==> config.mk <==
export PLATFORM = sky130hd
export DESIGN_NAME = glzw_ram
export DESIGN_NICKNAME = d
export VERILOG_FILES = /design/src/glzw_ram.sv
export SDC_FILE = /design/constraint.sdc
export NUM_CORES = 2
export LEC_CHECK = 0
export BUFFER_PORTS_ARGS = -buffer_cell sky130_fd_sc_hd__buf_2
export CAP_MARGIN = 25
export CELL_PAD_IN_SITES_DETAIL_PLACEMENT = 0
export CELL_PAD_IN_SITES_GLOBAL_PLACEMENT = 2
export CORE_MARGIN = 2
export CORE_UTILIZATION = 55
export CTS_CLUSTER_DIAMETER = 200
export DETAILED_ROUTE_END_ITERATION = 10
export GPL_TIMING_DRIVEN = 0
export PLACE_DENSITY = 0.91
export SYNTH_ARGS = -nofsm -noshare
export SYNTH_HDL_FRONTEND = slang
export SYNTH_SLANG_ARGS = --single-unit
==> constraint.sdc <==
create_clock -name clk -period 4.8 [get_ports clk]
set_clock_uncertainty 0.1 [all_clocks]
set_input_delay 0.48 -clock clk [delete_from_list [all_inputs] [get_ports clk]]
set_output_delay 0.48 -clock clk [all_outputs]
set_load 0.1 [all_outputs]
==> src/glzw_ram.sv <==
`timescale 1ns / 1ps
// ----------------------------------------------------------------------------
// glzw_ram: generic simple dual-port RAM
// One write port, one read port with enable and registered data. A read of
// the address written in the same cycle returns the old contents.
// ----------------------------------------------------------------------------
module glzw_ram #(
	parameter int WIDTH = 8,
	parameter int DEPTH = 256
) (
	input  logic                     clk,
	input  logic                     we,
	input  logic [$clog2(DEPTH)-1:0] waddr,
	input  logic [WIDTH-1:0]         wdata,
	input  logic                     re,
	input  logic [$clog2(DEPTH)-1:0] raddr,
	output logic [WIDTH-1:0]         rdata
);

	logic [WIDTH-1:0] mem [DEPTH];

	always_ff @(posedge clk) begin
		if (we) begin
			mem[waddr] <= wdata;
		end
		if (re) begin
			rdata <= mem[raddr];
		end
	end

endmodule

Word level (Yosys, flattened, before mapping)
Memories as Yosys holds them, arrays and structs flattened. A register that Yosys moved wholly into a read port is not among the register bits.
Cells that the tools add are included.
{"block": "classes", "shift": 0, "muxes": 2, "n_div": 0, "reduce_logical": 0, "bitwise": 0, "n_mul": 0, "n_eq_ne": 0, "n_lt_le_gt_ge": 0, "add_sub_neg": 0}
{"cell": "1-bit 2-to-1 mux", "n": 2}
{"block": "word_totals", "latchBits": 0, "mem_bits_ro": 0, "ram_bits": 2048, "reg_bits": 0, "elab_cells": 3, "memories": 1}
{"name": "mem", "depth": 256, "width": 8, "read_ports": 1, "rd_ports_with_merged_regs": 1, "wr": 1, "line": "20", "source": "logic [WIDTH-1:0] mem [DEPTH];"}

Logic depth before layout (Yosys ltp)
{"block": "depth", "word_depth": 2, "mapped_depth": 11}

Worst setup path before layout
Ideal clock, no wire load.
{"block": "synth_path", "kind": "input-to-reg", "start": "input port raddr[0]", "end": "register rdata[2], read port of mem, data pin", "arrival_ps": 2287, "required_ps": 4431, "cell_stages": 9, "setup_slack_ps": 2144, "path_cell_list": "buf_6 > buf_12 > buf_8 > buf_2 > mux4_2 > a22oi_1 > a21oi_1 > nor4_1 > nor4_2"}
{"item": "start, declared", "line": "16", "source": "input logic [$clog2(DEPTH)-1:0] raddr,"}
{"item": "end, declared", "line": "17", "source": "output logic [WIDTH-1:0] rdata"}

==> flow_summary.yaml <==
outcome:
  outcome: "finished with violations"
  failed_checks: "negative hold slack"
die:
  design.core.area_sq_mm: 0.144
  initial_utilization_pct: 55.4
  floorplan.die_area_sq_mm: 0.148
  io-pin-count: 35
  floorplan.die.width_microns: 385
  floorplan.die.height_microns: 385
  placement_rows: 139
timing:
  setup-violations-final: 0
  worst_hold_slack_ns: -0.00966
  final.period_utilization_pct: 91.3
  grt_setup_unrepaired: "false"
  worst_pin_slew_ns: 1.40
  max_freq_mhz: 228
  setup_ws_ns: 0.417
  timing.slew.headroom_pct: 6.77
  post-route-min-period_ns: 4.38
  hold_viol_final: 3
  final_max_slew_viol_count: 0
  finalSetupTns_ns: 0
routing:
  final_antenna_net_count: 0
  dr_total_vias: 42700
  dr.pass1.iters: 7
  wl_per_cell_microns: 38.6
  drt-initial-drc-count: 7476
  route.final.wire_length_microns: 235000
  drt-vias-per-instance: 7.02
  route.detailed.drc: 0
placed_design:
  dpl_worst_slack_ns: -0.184
  detailed_place.area_sq_mm: 0.0829
  detailed_place_hpwl_microns: 156000
  placed_cells: 5704
  port-buffer-count: 27
  place.gp.congestion: 0.977
synthesis:
  avgSynthCellArea_sq_um: 21.3
  number_of_flops_mapped_to_enable_cells_by_yosys: 2056
  synth_cell_type_count: 54
  async_flop_share_pct: 0
  synth_cells: 3733
  mappedNetlistArea_sq_mm: 0.0796
  ys_seq_area_share_pct: 77.5
  ys_ff_latch: 2056
  synth_top_flop_cell: "sky130_fd_sc_hd__edfxtp_1"
  ys_warn_count: 0
  syn-num-nets: 3760
finish:
  area.sequential_sq_mm: 0.0617
  final_nets: 4042
  layout_cells_sized_above_1_pct: 22.3
  finish.instance_area_sq_mm: 0.0893
  mostFrequentLayoutCell: "sky130_fd_sc_hd__edfxtp_1"
  multiInputGateArea_sq_mm: 0.0165
  num-fill-cells: 9615
  most-common-layout-cells: "sky130_fd_sc_hd__edfxtp_1 (2,056), sky130_fd_sc_hd__mux4_2 (454), sky130_fd_sc_hd__nor2_1 (282)"
  finalNonFillerCells: 6087
  areaGrowthSynthToFinish_pct: 12.1
setup_path:
  required_time_of_the_critical_path_ns: 5.24
  crit-reg2reg-launch: "mem[208][5]"
  cp_num_buf_inv: 4
  cpLargestDelayFamily: "buffers and inverters"
  slowest_stage: "sky130_fd_sc_hd__clkbuf_1"
  critPathLaunch: "raddr[3]"
  worst-r2r-cell-count: 6
  worst-endpoint-arrival_ns: 4.82
  crit_path_start_kind: "input port"
  setup.worst_path.end_class: "register"
  critPathMaxStageDelay_ns: 0.94
  cp_cell_sequence: "buf_2, clkbuf_1, nor2_1, clkbuf_1, a22oi_1, a31oi_1, nor4_1, buf_2, nor4_1"
  worst-setup-path-type: "in2reg"
  critPathMaxFanout: 10
  critical_path_cell_count: 9
clock_tree:
  tritoncts_clock_tree: "built"
  clock_sink_count: 2056
  cts_root_buffer: "sky130_fd_sc_hd__clkbuf_16"
  path_clk_slew_ns: 0.06
  post_cts_buffers: 0
  cts.path.max_buffers: 3
  cells_resized_by_post_cts_repair: 0
  clk_latency_ns: 0.85
  cts-buffers-inserted: 195
  post_cts_hold_buffer_count: 2
  cts_max_level: 4
power_and_ir_drop:
  p_sw_mw: 8.31
  p_int_mw: 28.8
  ir_worst_vdd_v: 0.000531
  leakage_nw: 27.6
  netSwitchingFraction_pct: 22.4
  pwr_density_cell_mw_per_mm2: 416
  power.sequential.fraction_pct: 53.4
  clkPwrFrac_pct: 40.6
  comb_power_share_pct: 5.9
worst_hold_path:
  worstHoldPathType: "in2reg"
  hold_path_depth: 1
  hold_start: "wdata[1]"
global_route:
  grtUsageTotal_pct: 32.1
  antenna_found_initial: 16
  grt_first_pass_wirelength_microns: 322000
  first_global_vias: 41200
  grt_total_ovfl: 0
  grt_start_max_net_pins: 158
run:
  max_cap_viol_count: 0
-- per-stage QoR --
| step | hold slack, ns | power [mW] | util (%) |
|---|---|---|---|
| CTS | 0.0257 | 37.0 | 62.0 |
| global placement | 0.800 | 22.3 | 57.2 |
| detailed placement | 0.807 | 22.3 | 57.7 |
| global route | 0.0362 | 37.7 | 62.1 |
| finish | -0.00966 | 37.1 | 62.1 |
| floorplan | 0.479 | 21.2 | - |
-- power groups by stage --
stage	combinational [mW]	sequential [mW]	clock, mW
CTS	2.11	19.8	15.0
finish	2.20	19.8	15.1
floorplan	0.962	20.3	0
detailed placement	2.10	20.2	0
global route	2.22	19.8	15.7
global placement	2.00	20.3	0
-- flip-flops by register name, indices dropped and copies added, names as in the netlist --
register,count
mem,2048
rdata,8
-- cell usage after synthesis (13+ instances only) --
library cell	number	area share, %
sky130_fd_sc_hd__nor2_1	282	1.3
sky130_fd_sc_hd__o221ai_1	46	0.51
sky130_fd_sc_hd__mux2i_1	134	1.7
sky130_fd_sc_hd__mux4_2	454	13
sky130_fd_sc_hd__nand3_1	34	0.21
sky130_fd_sc_hd__nor3_1	22	0.14
sky130_fd_sc_hd__nor2b_1	31	0.24
sky130_fd_sc_hd__buf_1	22	0.10
sky130_fd_sc_hd__buf_8	13	0.25
sky130_fd_sc_hd__nor4_1	24	0.19
sky130_fd_sc_hd__nand2_1	33	0.16
sky130_fd_sc_hd__a22oi_1	133	1.3
sky130_fd_sc_hd__a221oi_1	13	0.14
sky130_fd_sc_hd__edfxtp_1	2056	78
sky130_fd_sc_hd__o22ai_1	28	0.22
sky130_fd_sc_hd__buf_6	21	0.30
sky130_fd_sc_hd__buf_4	27	0.25
sky130_fd_sc_hd__buf_2	31	0.19
sky130_fd_sc_hd__a21oi_1	96	0.60
sky130_fd_sc_hd__clkbuf_1	111	0.52
sky130_fd_sc_hd__a211oi_1	16	0.15
-- final timing paths --
path	to	slack [ns]
setup / recovery	rdata[3]	0.42
hold / removal	mem[198][1]	-0.01
setup reg to reg	rdata[5]	1.28
hold reg to reg	rdata[7]	1.00
-- cell families after synthesis --
kind of cell / Yosys count / synth area share (%)
DFF: 2056 / 77.5
muxes: 591 / 14.6
and+or+nand+nor: 466 / 2.63
AOI/OAI and AO/OA: 385 / 3.42
buffers and inverters: 235 / 1.83
-- worst reg2reg max path, cell delays in order, from the launching register on --
cell                       delay [ns]
sky130_fd_sc_hd__edfxtp_1        0.40
sky130_fd_sc_hd__mux4_2          0.46
sky130_fd_sc_hd__a22o_1          0.28
sky130_fd_sc_hd__a221oi_1        1.08
sky130_fd_sc_hd__o32ai_1         0.39
sky130_fd_sc_hd__nor3_1          0.30
sky130_fd_sc_hd__nor4_1          0.17
-- final cells by class --
| type | count | area share [%] |
|---|---|---|
| Clock inverter | 113 | 1.15 |
| Multi-Input combinational cell | 1442 | 18.4 |
| Sequential cell | 2056 | 69.2 |
| Clock buffer | 246 | 5.75 |
| Inverter | 2 | 0.00841 |
| Buffer | 233 | 1.64 |
| Tap cell | 1903 | 2.67 |
| Antenna cell | 7 | 0.0196 |
| Timing Repair Buffer | 85 | 1.15 |
-- metal layers --
| metal | track usage [%] | up-vias | wire length [microns] |
|---|---|---|---|
| li1 | - | 16300 | - |
| met4 | 16.1 | 30 | 14000 |
| met2 | 46.8 | 3692 | 105000 |
| met5 | 0.585 | - | 336 |
| met3 | 11.8 | 677 | 35900 |
| met1 | 42.9 | 22100 | 80400 |
Note: power is estimated with default switching activity, not from simulation.
