==> src/glzw_pkg.sv <==
`timescale 1ns / 1ps
// ----------------------------------------------------------------------------
// glzw_pkg: shared types and constants of the GIF LZW encoder
// Payload structs of both channels, the packer command and the fixed codes
// of the GIF LZW scheme for 8-bit palette indices.
// ----------------------------------------------------------------------------
package glzw_pkg;

	localparam int DICT_AW    = 20;
	localparam int DICT_DEPTH = 1 << DICT_AW;
	localparam int CODE_W     = 12;
	localparam int NF_W       = 13;
	localparam int CW_W       = 4;

	localparam logic [CODE_W-1:0] CODE_CLEAR = 12'd256;
	localparam logic [CODE_W-1:0] CODE_END   = 12'd257;
	localparam logic [CODE_W-1:0] FIRST_FREE = 12'd258;

	localparam logic [CW_W-1:0] MIN_WIDTH = 4'd9;
	localparam logic [CW_W-1:0] MAX_WIDTH = 4'd12;

	localparam logic ACT_PIXEL = 1'b0;
	localparam logic ACT_END   = 1'b1;

	typedef struct packed {
		logic       action;
		logic [7:0] pixel;
	} pix_t;

	typedef struct packed {
		logic [7:0] out_byte;
		logic       last_of_step;
		logic       frame_done;
	} byte_t;

	typedef struct packed {
		logic [CODE_W-1:0] code_a;
		logic [CW_W-1:0]   width_a;
		logic              has_b;
		logic [CODE_W-1:0] code_b;
		logic [CW_W-1:0]   width_b;
		logic              flush;
	} pack_cmd_t;

endpackage

==> src/glzw_packer.sv <==
`timescale 1ns / 1ps
// ----------------------------------------------------------------------------
// glzw_packer: LSB-first code packer
// Merges up to two codes of one step into the residual bits, then hands
// out the finished bytes one per transfer, marking the last byte of the step.
// ----------------------------------------------------------------------------
module glzw_packer (
	input  logic                 clk,
	input  logic                 arst_n,
	input  logic                 cmd_valid,
	output logic                 cmd_ready,
	input  glzw_pkg::pack_cmd_t  cmd,
	output logic                 out_valid,
	input  logic                 out_ready,
	output glzw_pkg::byte_t      out_data
);
	import glzw_pkg::*;

	logic [6:0]  acc_q;
	logic [2:0]  held_q;
	logic [31:0] buf_q;
	logic [2:0]  cnt_q;
	logic        done_q;

	logic [31:0] word;
	logic [4:0]  tot;
	logic [4:0]  pos_b;
	logic [2:0]  nbytes;
	logic        take;
	logic        xfer;

	always_comb begin
		pos_b = 5'(held_q) + 5'(cmd.width_a);
		word  = 32'(acc_q) | (32'(cmd.code_a) << held_q);
		tot   = pos_b;
		if (cmd.has_b) begin
			word = word | (32'(cmd.code_b) << pos_b);
			tot  = pos_b + 5'(cmd.width_b);
		end
		nbytes = {1'b0, tot[4:3]};
		if (cmd.flush && tot[2:0] != 3'd0) begin
			nbytes = nbytes + 3'd1;
		end
	end

	assign xfer      = out_valid && out_ready;
	assign cmd_ready = (cnt_q == 3'd0) || (cnt_q == 3'd1 && out_ready);
	assign take      = cmd_valid && cmd_ready;

	always_ff @(posedge clk or negedge arst_n) begin
		if (!arst_n) begin
			acc_q  <= '0;
			held_q <= '0;
			cnt_q  <= '0;
			done_q <= 1'b0;
		end else if (take) begin
			cnt_q  <= nbytes;
			done_q <= cmd.flush;
			if (cmd.flush) begin
				acc_q  <= '0;
				held_q <= '0;
			end else begin
				// keep the partial byte above the full ones
				acc_q  <= word[{tot[4:3], 3'b000} +: 7];
				held_q <= tot[2:0];
			end
		end else if (xfer) begin
			cnt_q <= cnt_q - 3'd1;
		end
	end

	always_ff @(posedge clk) begin
		if (take) begin
			buf_q <= word;
		end else if (xfer) begin
			buf_q <= {8'h00, buf_q[31:8]};
		end
	end

	assign out_valid             = cnt_q != 3'd0;
	assign out_data.out_byte     = buf_q[7:0];
	assign out_data.last_of_step = cnt_q == 3'd1;
	assign out_data.frame_done   = done_q && cnt_q == 3'd1;

endmodule

==> config.mk <==
export PLATFORM = sky130hd
export DESIGN_NAME = glzw_packer
export DESIGN_NICKNAME = d
export VERILOG_FILES = /design/src/glzw_pkg.sv /design/src/glzw_packer.sv
export SDC_FILE = /design/constraint.sdc
export NUM_CORES = 1
export LEC_CHECK = 0
export BUFFER_PORTS_ARGS = -buffer_cell sky130_fd_sc_hd__buf_2
export CAP_MARGIN = 20
export CORE_ASPECT_RATIO = 0.5
export CORE_UTILIZATION = 35
export CTS_CLUSTER_DIAMETER = 150
export DETAILED_ROUTE_END_ITERATION = 6
export GPL_ROUTABILITY_DRIVEN = 0
export PLACE_DENSITY = 0.49
export SLEW_MARGIN = 10
export SYNTH_ARGS = -nofsm -noshare
export SYNTH_HDL_FRONTEND = slang
export SYNTH_SLANG_ARGS = --single-unit
==> constraint.sdc <==
create_clock -name clk -period 7.6 [get_ports clk]
set_input_delay 0.38 -clock clk [delete_from_list [all_inputs] [get_ports clk]]
set_output_delay 0.38 -clock clk [all_outputs]
set_load 0.005 [all_outputs]
After elaboration in Yosys (flattened, before gate mapping)
Cells that the tools add are included.

storage, ports and cells
  bits in registers = 46
  input bits = 38
  word-level logic and storage cells = 34
  output and inout bits = 12

cells by class
  add/sub/neg operators = 4
  multiplexer cells = 9
  reductions and logical operators = 10
  bitwise gates (word level) = 2
  equality and inequality tests = 1
  shift-type cells = 3

operators by type and width
  cell                 number
  $mux 32              3
  $or 32x32->32        1
  $or 7x32->32         1
  $shiftx 32x6->7      1
  $shl 12x3->32        1
  $shl 12x5->32        1
  $mux 3               4
  $mux 7               1
  $reduce_bool 3->1    2
  $add 3x4->5          1
  $add 5x4->5          1
  $logic_and 1x1->1    5
  $mux 5               1
  $add 2x1->3 const B  1
  $eq 3x1->1 const B   1
  $logic_not 3->1      1
  $sub 3x1->3 const B  1
  $reduce_bool 2->1    1
  $logic_or 1x1->1     1

Depth between registers and ports, before layout
  depth after elaboration = 7
  mapped depth = 16
  mapped depth without buffers = 14

Least setup slack after synthesis
OpenSTA, ideal clock, no wires.

  path type = input -> register
  from = input port cmd[18] (netlist name)
  to = register cnt_q[1]
  required time = 7.446 ns
  setup time = 0.154 ns
  cell stages on the path = 15
  buffers on the path = 2
  path slack = 3.623 ns
  arrival time = 3.823 ns
  cells stage by stage = ha_1 > fa_1 > xnor2_2 > inv_4 > buf_6 > ha_1 > a211o_1 > o211a_1 > xnor2_1 > inv_1 > buf_2 > ha_1 > mux2_2 > o21ai_0 > a21oi_1

on the way
  longest elaborated chain between the ends = 7
  elaborated cells on any way between the ends = 8
  classes of those cells = add/sub: 3; mux: 3; reduce/logical: 2

ends and longest elaborated chain
  element                                              RTL line           source
  start: declaration                                   glzw_packer.sv:12  input glzw_pkg::pack_cmd_t cmd,
  $add 3x4->5 *                                        glzw_packer.sv:33  pos_b = 5'(held_q) + 5'(cmd.width_a);
  $add 5x4->5                                          glzw_packer.sv:38  tot = pos_b + 5'(cmd.width_b);
  $mux 5 *                                             glzw_packer.sv:36  if (cmd.has_b) begin
  branches (longest 2 deep; another with $add 2x1->3)  --
  $mux 3 *                                             glzw_packer.sv:41  if (cmd.flush && tot[2:0] != 3'd0) begin
  $mux 3 *                                             glzw_packer.sv:56  end else if (take) begin
  end signal: assignment                               glzw_packer.sv:57  cnt_q <= nbytes;
  end signal: assignment                               glzw_packer.sv:68  cnt_q <= cnt_q - 3'd1;
  end: declaration                                     glzw_packer.sv:22  logic [2:0] cnt_q;

Every way passes the cells marked *.
A chain may end at the register's enable or synchronous reset.

Worst setup path after layout
  from = register held_q[0]
  to = register cnt_q[1]

on the way
  longest elaborated chain between the ends = 7
  elaborated cells on any way between the ends = 8
  classes of those cells = add/sub: 3; mux: 3; reduce/logical: 2

ends and longest elaborated chain
  element                                              RTL line           source
  start: declaration                                   glzw_packer.sv:20  logic [2:0] held_q;
  start signal: assignment                             glzw_packer.sv:65  held_q <= tot[2:0];
  $add 3x4->5 *                                        glzw_packer.sv:33
  $add 5x4->5                                          glzw_packer.sv:38
  $mux 5 *                                             glzw_packer.sv:36
  branches (longest 2 deep; another with $add 2x1->3)  --
  $mux 3 *                                             glzw_packer.sv:41
  $mux 3 *                                             glzw_packer.sv:56

Marks and branches as above.

==> impl_metrics.ini <==
[yosys]
synth_area_leaders = edfxtp_1, mux2i_1, dfrtp_1
synth.avg_cell_area_um2 = 9.12
ys_seq_area_frac = 0.323
yosys.area.top_type = edfxtp_1
synthAdderAreaFrac = 0.0469
synth_nets = 497
synth_seq_cells = 46
syn_area_um2 = 4060
synth-edff-count = 32
synthFlopType = edfxtp_1
synth-simple-area-share = 0.177
synth_top_family_by_area = compound AO/OA/AOI/OAI gates
synth_top_area_frac = 0.237
syn_inst = 445
yosysWarnings = 0
muxShareOfSynthArea = 0.171
synth.distinct_cells = 71
synth_xor_area_frac = 0.0126
synth_compound_area_frac = 0.213
async_flop_share = 0.304

[sta]
setup_tns_ps = 0
skew_ps = 5.93
setup_viol = 0
maxSlewViolCount = 0
maxSlewHeadroom = 0.421
layout_min_cycle_time_ps = 4790
finalHoldViolations = 0
post-route-period-util = 0.631
setup_slack_ps = 2810
worstMarginPinSlew_ps = 862
fmax_mhz = 209
rsz0062_at_grt = no

[die]
initial_core_util = 0.364
core_um2 = 11100
die-height_um = 78.1
dieArea_um2 = 12100
pin_count = 50
rows = 27
die_w_um = 154

[drt]
vias_per_cell = 5.75
drc = 0
routedWlPerCell_um = 20.3
vias = 3535
dr.pass1.iters = 5
wl_mm = 12.5
drtIter0Drc = 243
drtAntennaViolNets = 0

[worst_setup_path]
worstPathMaxFanout = 19
critPathCaptureType = flop
cp_data_required_time_ps = 7730
criticalPathCategory = reg2reg
worstPathArrival_ps = 4930
start_kind = flop

[power]
leakage_nw = 1.84
power_density_nw_per_um2 = 404
p_total_w = 0.00181
ir_worst_vdd_mv = 0.139

[grt]
grt_antenna_before_repair = 0
grt_pass1_vias = 3361
grt_max_degree = 51
grt_pass1_wl_mm = 20.0
grtUsageTotal = 0.219
grt_overflow = 0

[clocking]
clk_path_buf_depth = 2
insertion_delay_ps = 290
cts.sinks = 46
cts_resized = 0
cts_max_level = 2
cts-buffers-inserted = 5
cts_setup_buffers = 0
cts_tree = built
hold_buffers = 0
path_clk_slew_ps = 70
cts-root-buf = clkbuf_16

[finish]
fill_cells = 1127
nets = 521
finish.utilization = 0.402
diodes = 0
syn_to_final_growth_pct = 10.4
drive_gt1_frac = 0.194
stdcell_count = 615

[placement]
dp_slack_ps = 2850
io_buffers = 49
dpl.hpwl_mm = 9.35
dpl.cell_count = 607

[min_path]
hp-class = in2async

[flow_run]
maxCapViolCount = 0

[status]
outcome = complete, no violations
==> per-layer routing <==
layer	vias up	GRT usage	part of all wire
met5	-	0	0
met4	0	0.0380	0.0059
met3	4	0.0381	0.059
met2	103	0.314	0.40
met1	1690	0.340	0.54
li1	1738	-	-
==> cell families after synthesis <==
kind of cell,Yosys count
xor+xnor,5
simple gates,150
flops,46
mux,59
fa+ha+maj,14
compound gates,124
buf+inv,47
==> power breakdown <==
group          internal, W  total [W]  switching (W)
clock             0.000122   0.000224       0.000101
sequential        0.000378   0.000448      0.0000703
combinational     0.000427    0.00114       0.000711
==> critical path, stage by stage, from the launching register on <==
cell	delay [ps]
dfrtp_1	660
ha_1	410
fa_1	480
xnor2_2	440
inv_4	200
ha_1	350
a211o_1	320
o211a_1	170
xnor2_1	410
inv_1	350
ha_1	360
mux2_2	260
o21ai_0	140
a21oi_1	80
==> worst paths after layout <==
kind	start	depth (start not counted)	end	slack, ps
worst max-delay path	held_q[0]	13	cnt_q[1]	2810
worst min-delay path	arst_n	1	held_q[1]	30
worst max register to register	held_q[0]	13	cnt_q[1]	2810
worst min register to register	acc_q[2]	2	acc_q[2]	490
max in group asynchronous	arst_n	1	cnt_q[2]	7250
min in group clk	out_ready	3	cnt_q[2]	420
==> stage by stage <==
stage | instance area [um2] | hold WS, ps
2_1_floorplan | 4060 | 84.4
3_3_place_gp | 4330 | 352
3_5_place_dp | 4330 | 338
4_1_cts | 4480 | 23.9
5_1_grt | 4480 | 34.5
6_report | 4480 | 26.5
==> sequential cells by signal, indices dropped and copies added (netlist names) <==
signal and flops:
buf_q 32, acc_q 7, cnt_q 3, held_q 3, done_q 1
==> synthesized netlist by cell type (9+ instances only) <==
cell type,number
a21oi_1,23
clkbuf_1,16
dfrtp_1,14
edfxtp_1,32
ha_1,12
inv_1,9
mux2_2,13
mux2i_1,39
nand2_1,65
nand3_1,14
nor2_1,27
nor3_1,12
o21ai_0,22
==> cell type report <==
class / instances / area (um2) / share of cell area
flip-flops and latches: 46 / 1310 / 0.293
multi-input cells: 352 / 2520 / 0.563
well taps: 145 / 181 / 0.0405
clock buffers: 6 / 129 / 0.0288
clock inverters: 2 / 13.8 / 0.00307
inverters: 11 / 43.8 / 0.00978
repair buffers: 53 / 275 / 0.0615
==> cells in the final DEF, fill, tap and decap left out, types with 7 or more instances in the layout <==
cell type  synthesis  routed
mux2_2            13      13
buf_2              8      49
mux2i_1           39      39
a21oi_1           23      23
nand2_1           65      65
o21ai_0           22      22
ha_1              12      12
o22ai_1            8       8
inv_1              9       9
nor3_1            12      12
and2_1             7       7
dfrtp_1           14      14
mux4_2             7       7
edfxtp_1          32      32
nand3_1           14      13
nor2_1            27      27
(Power assumes the default switching activity.)
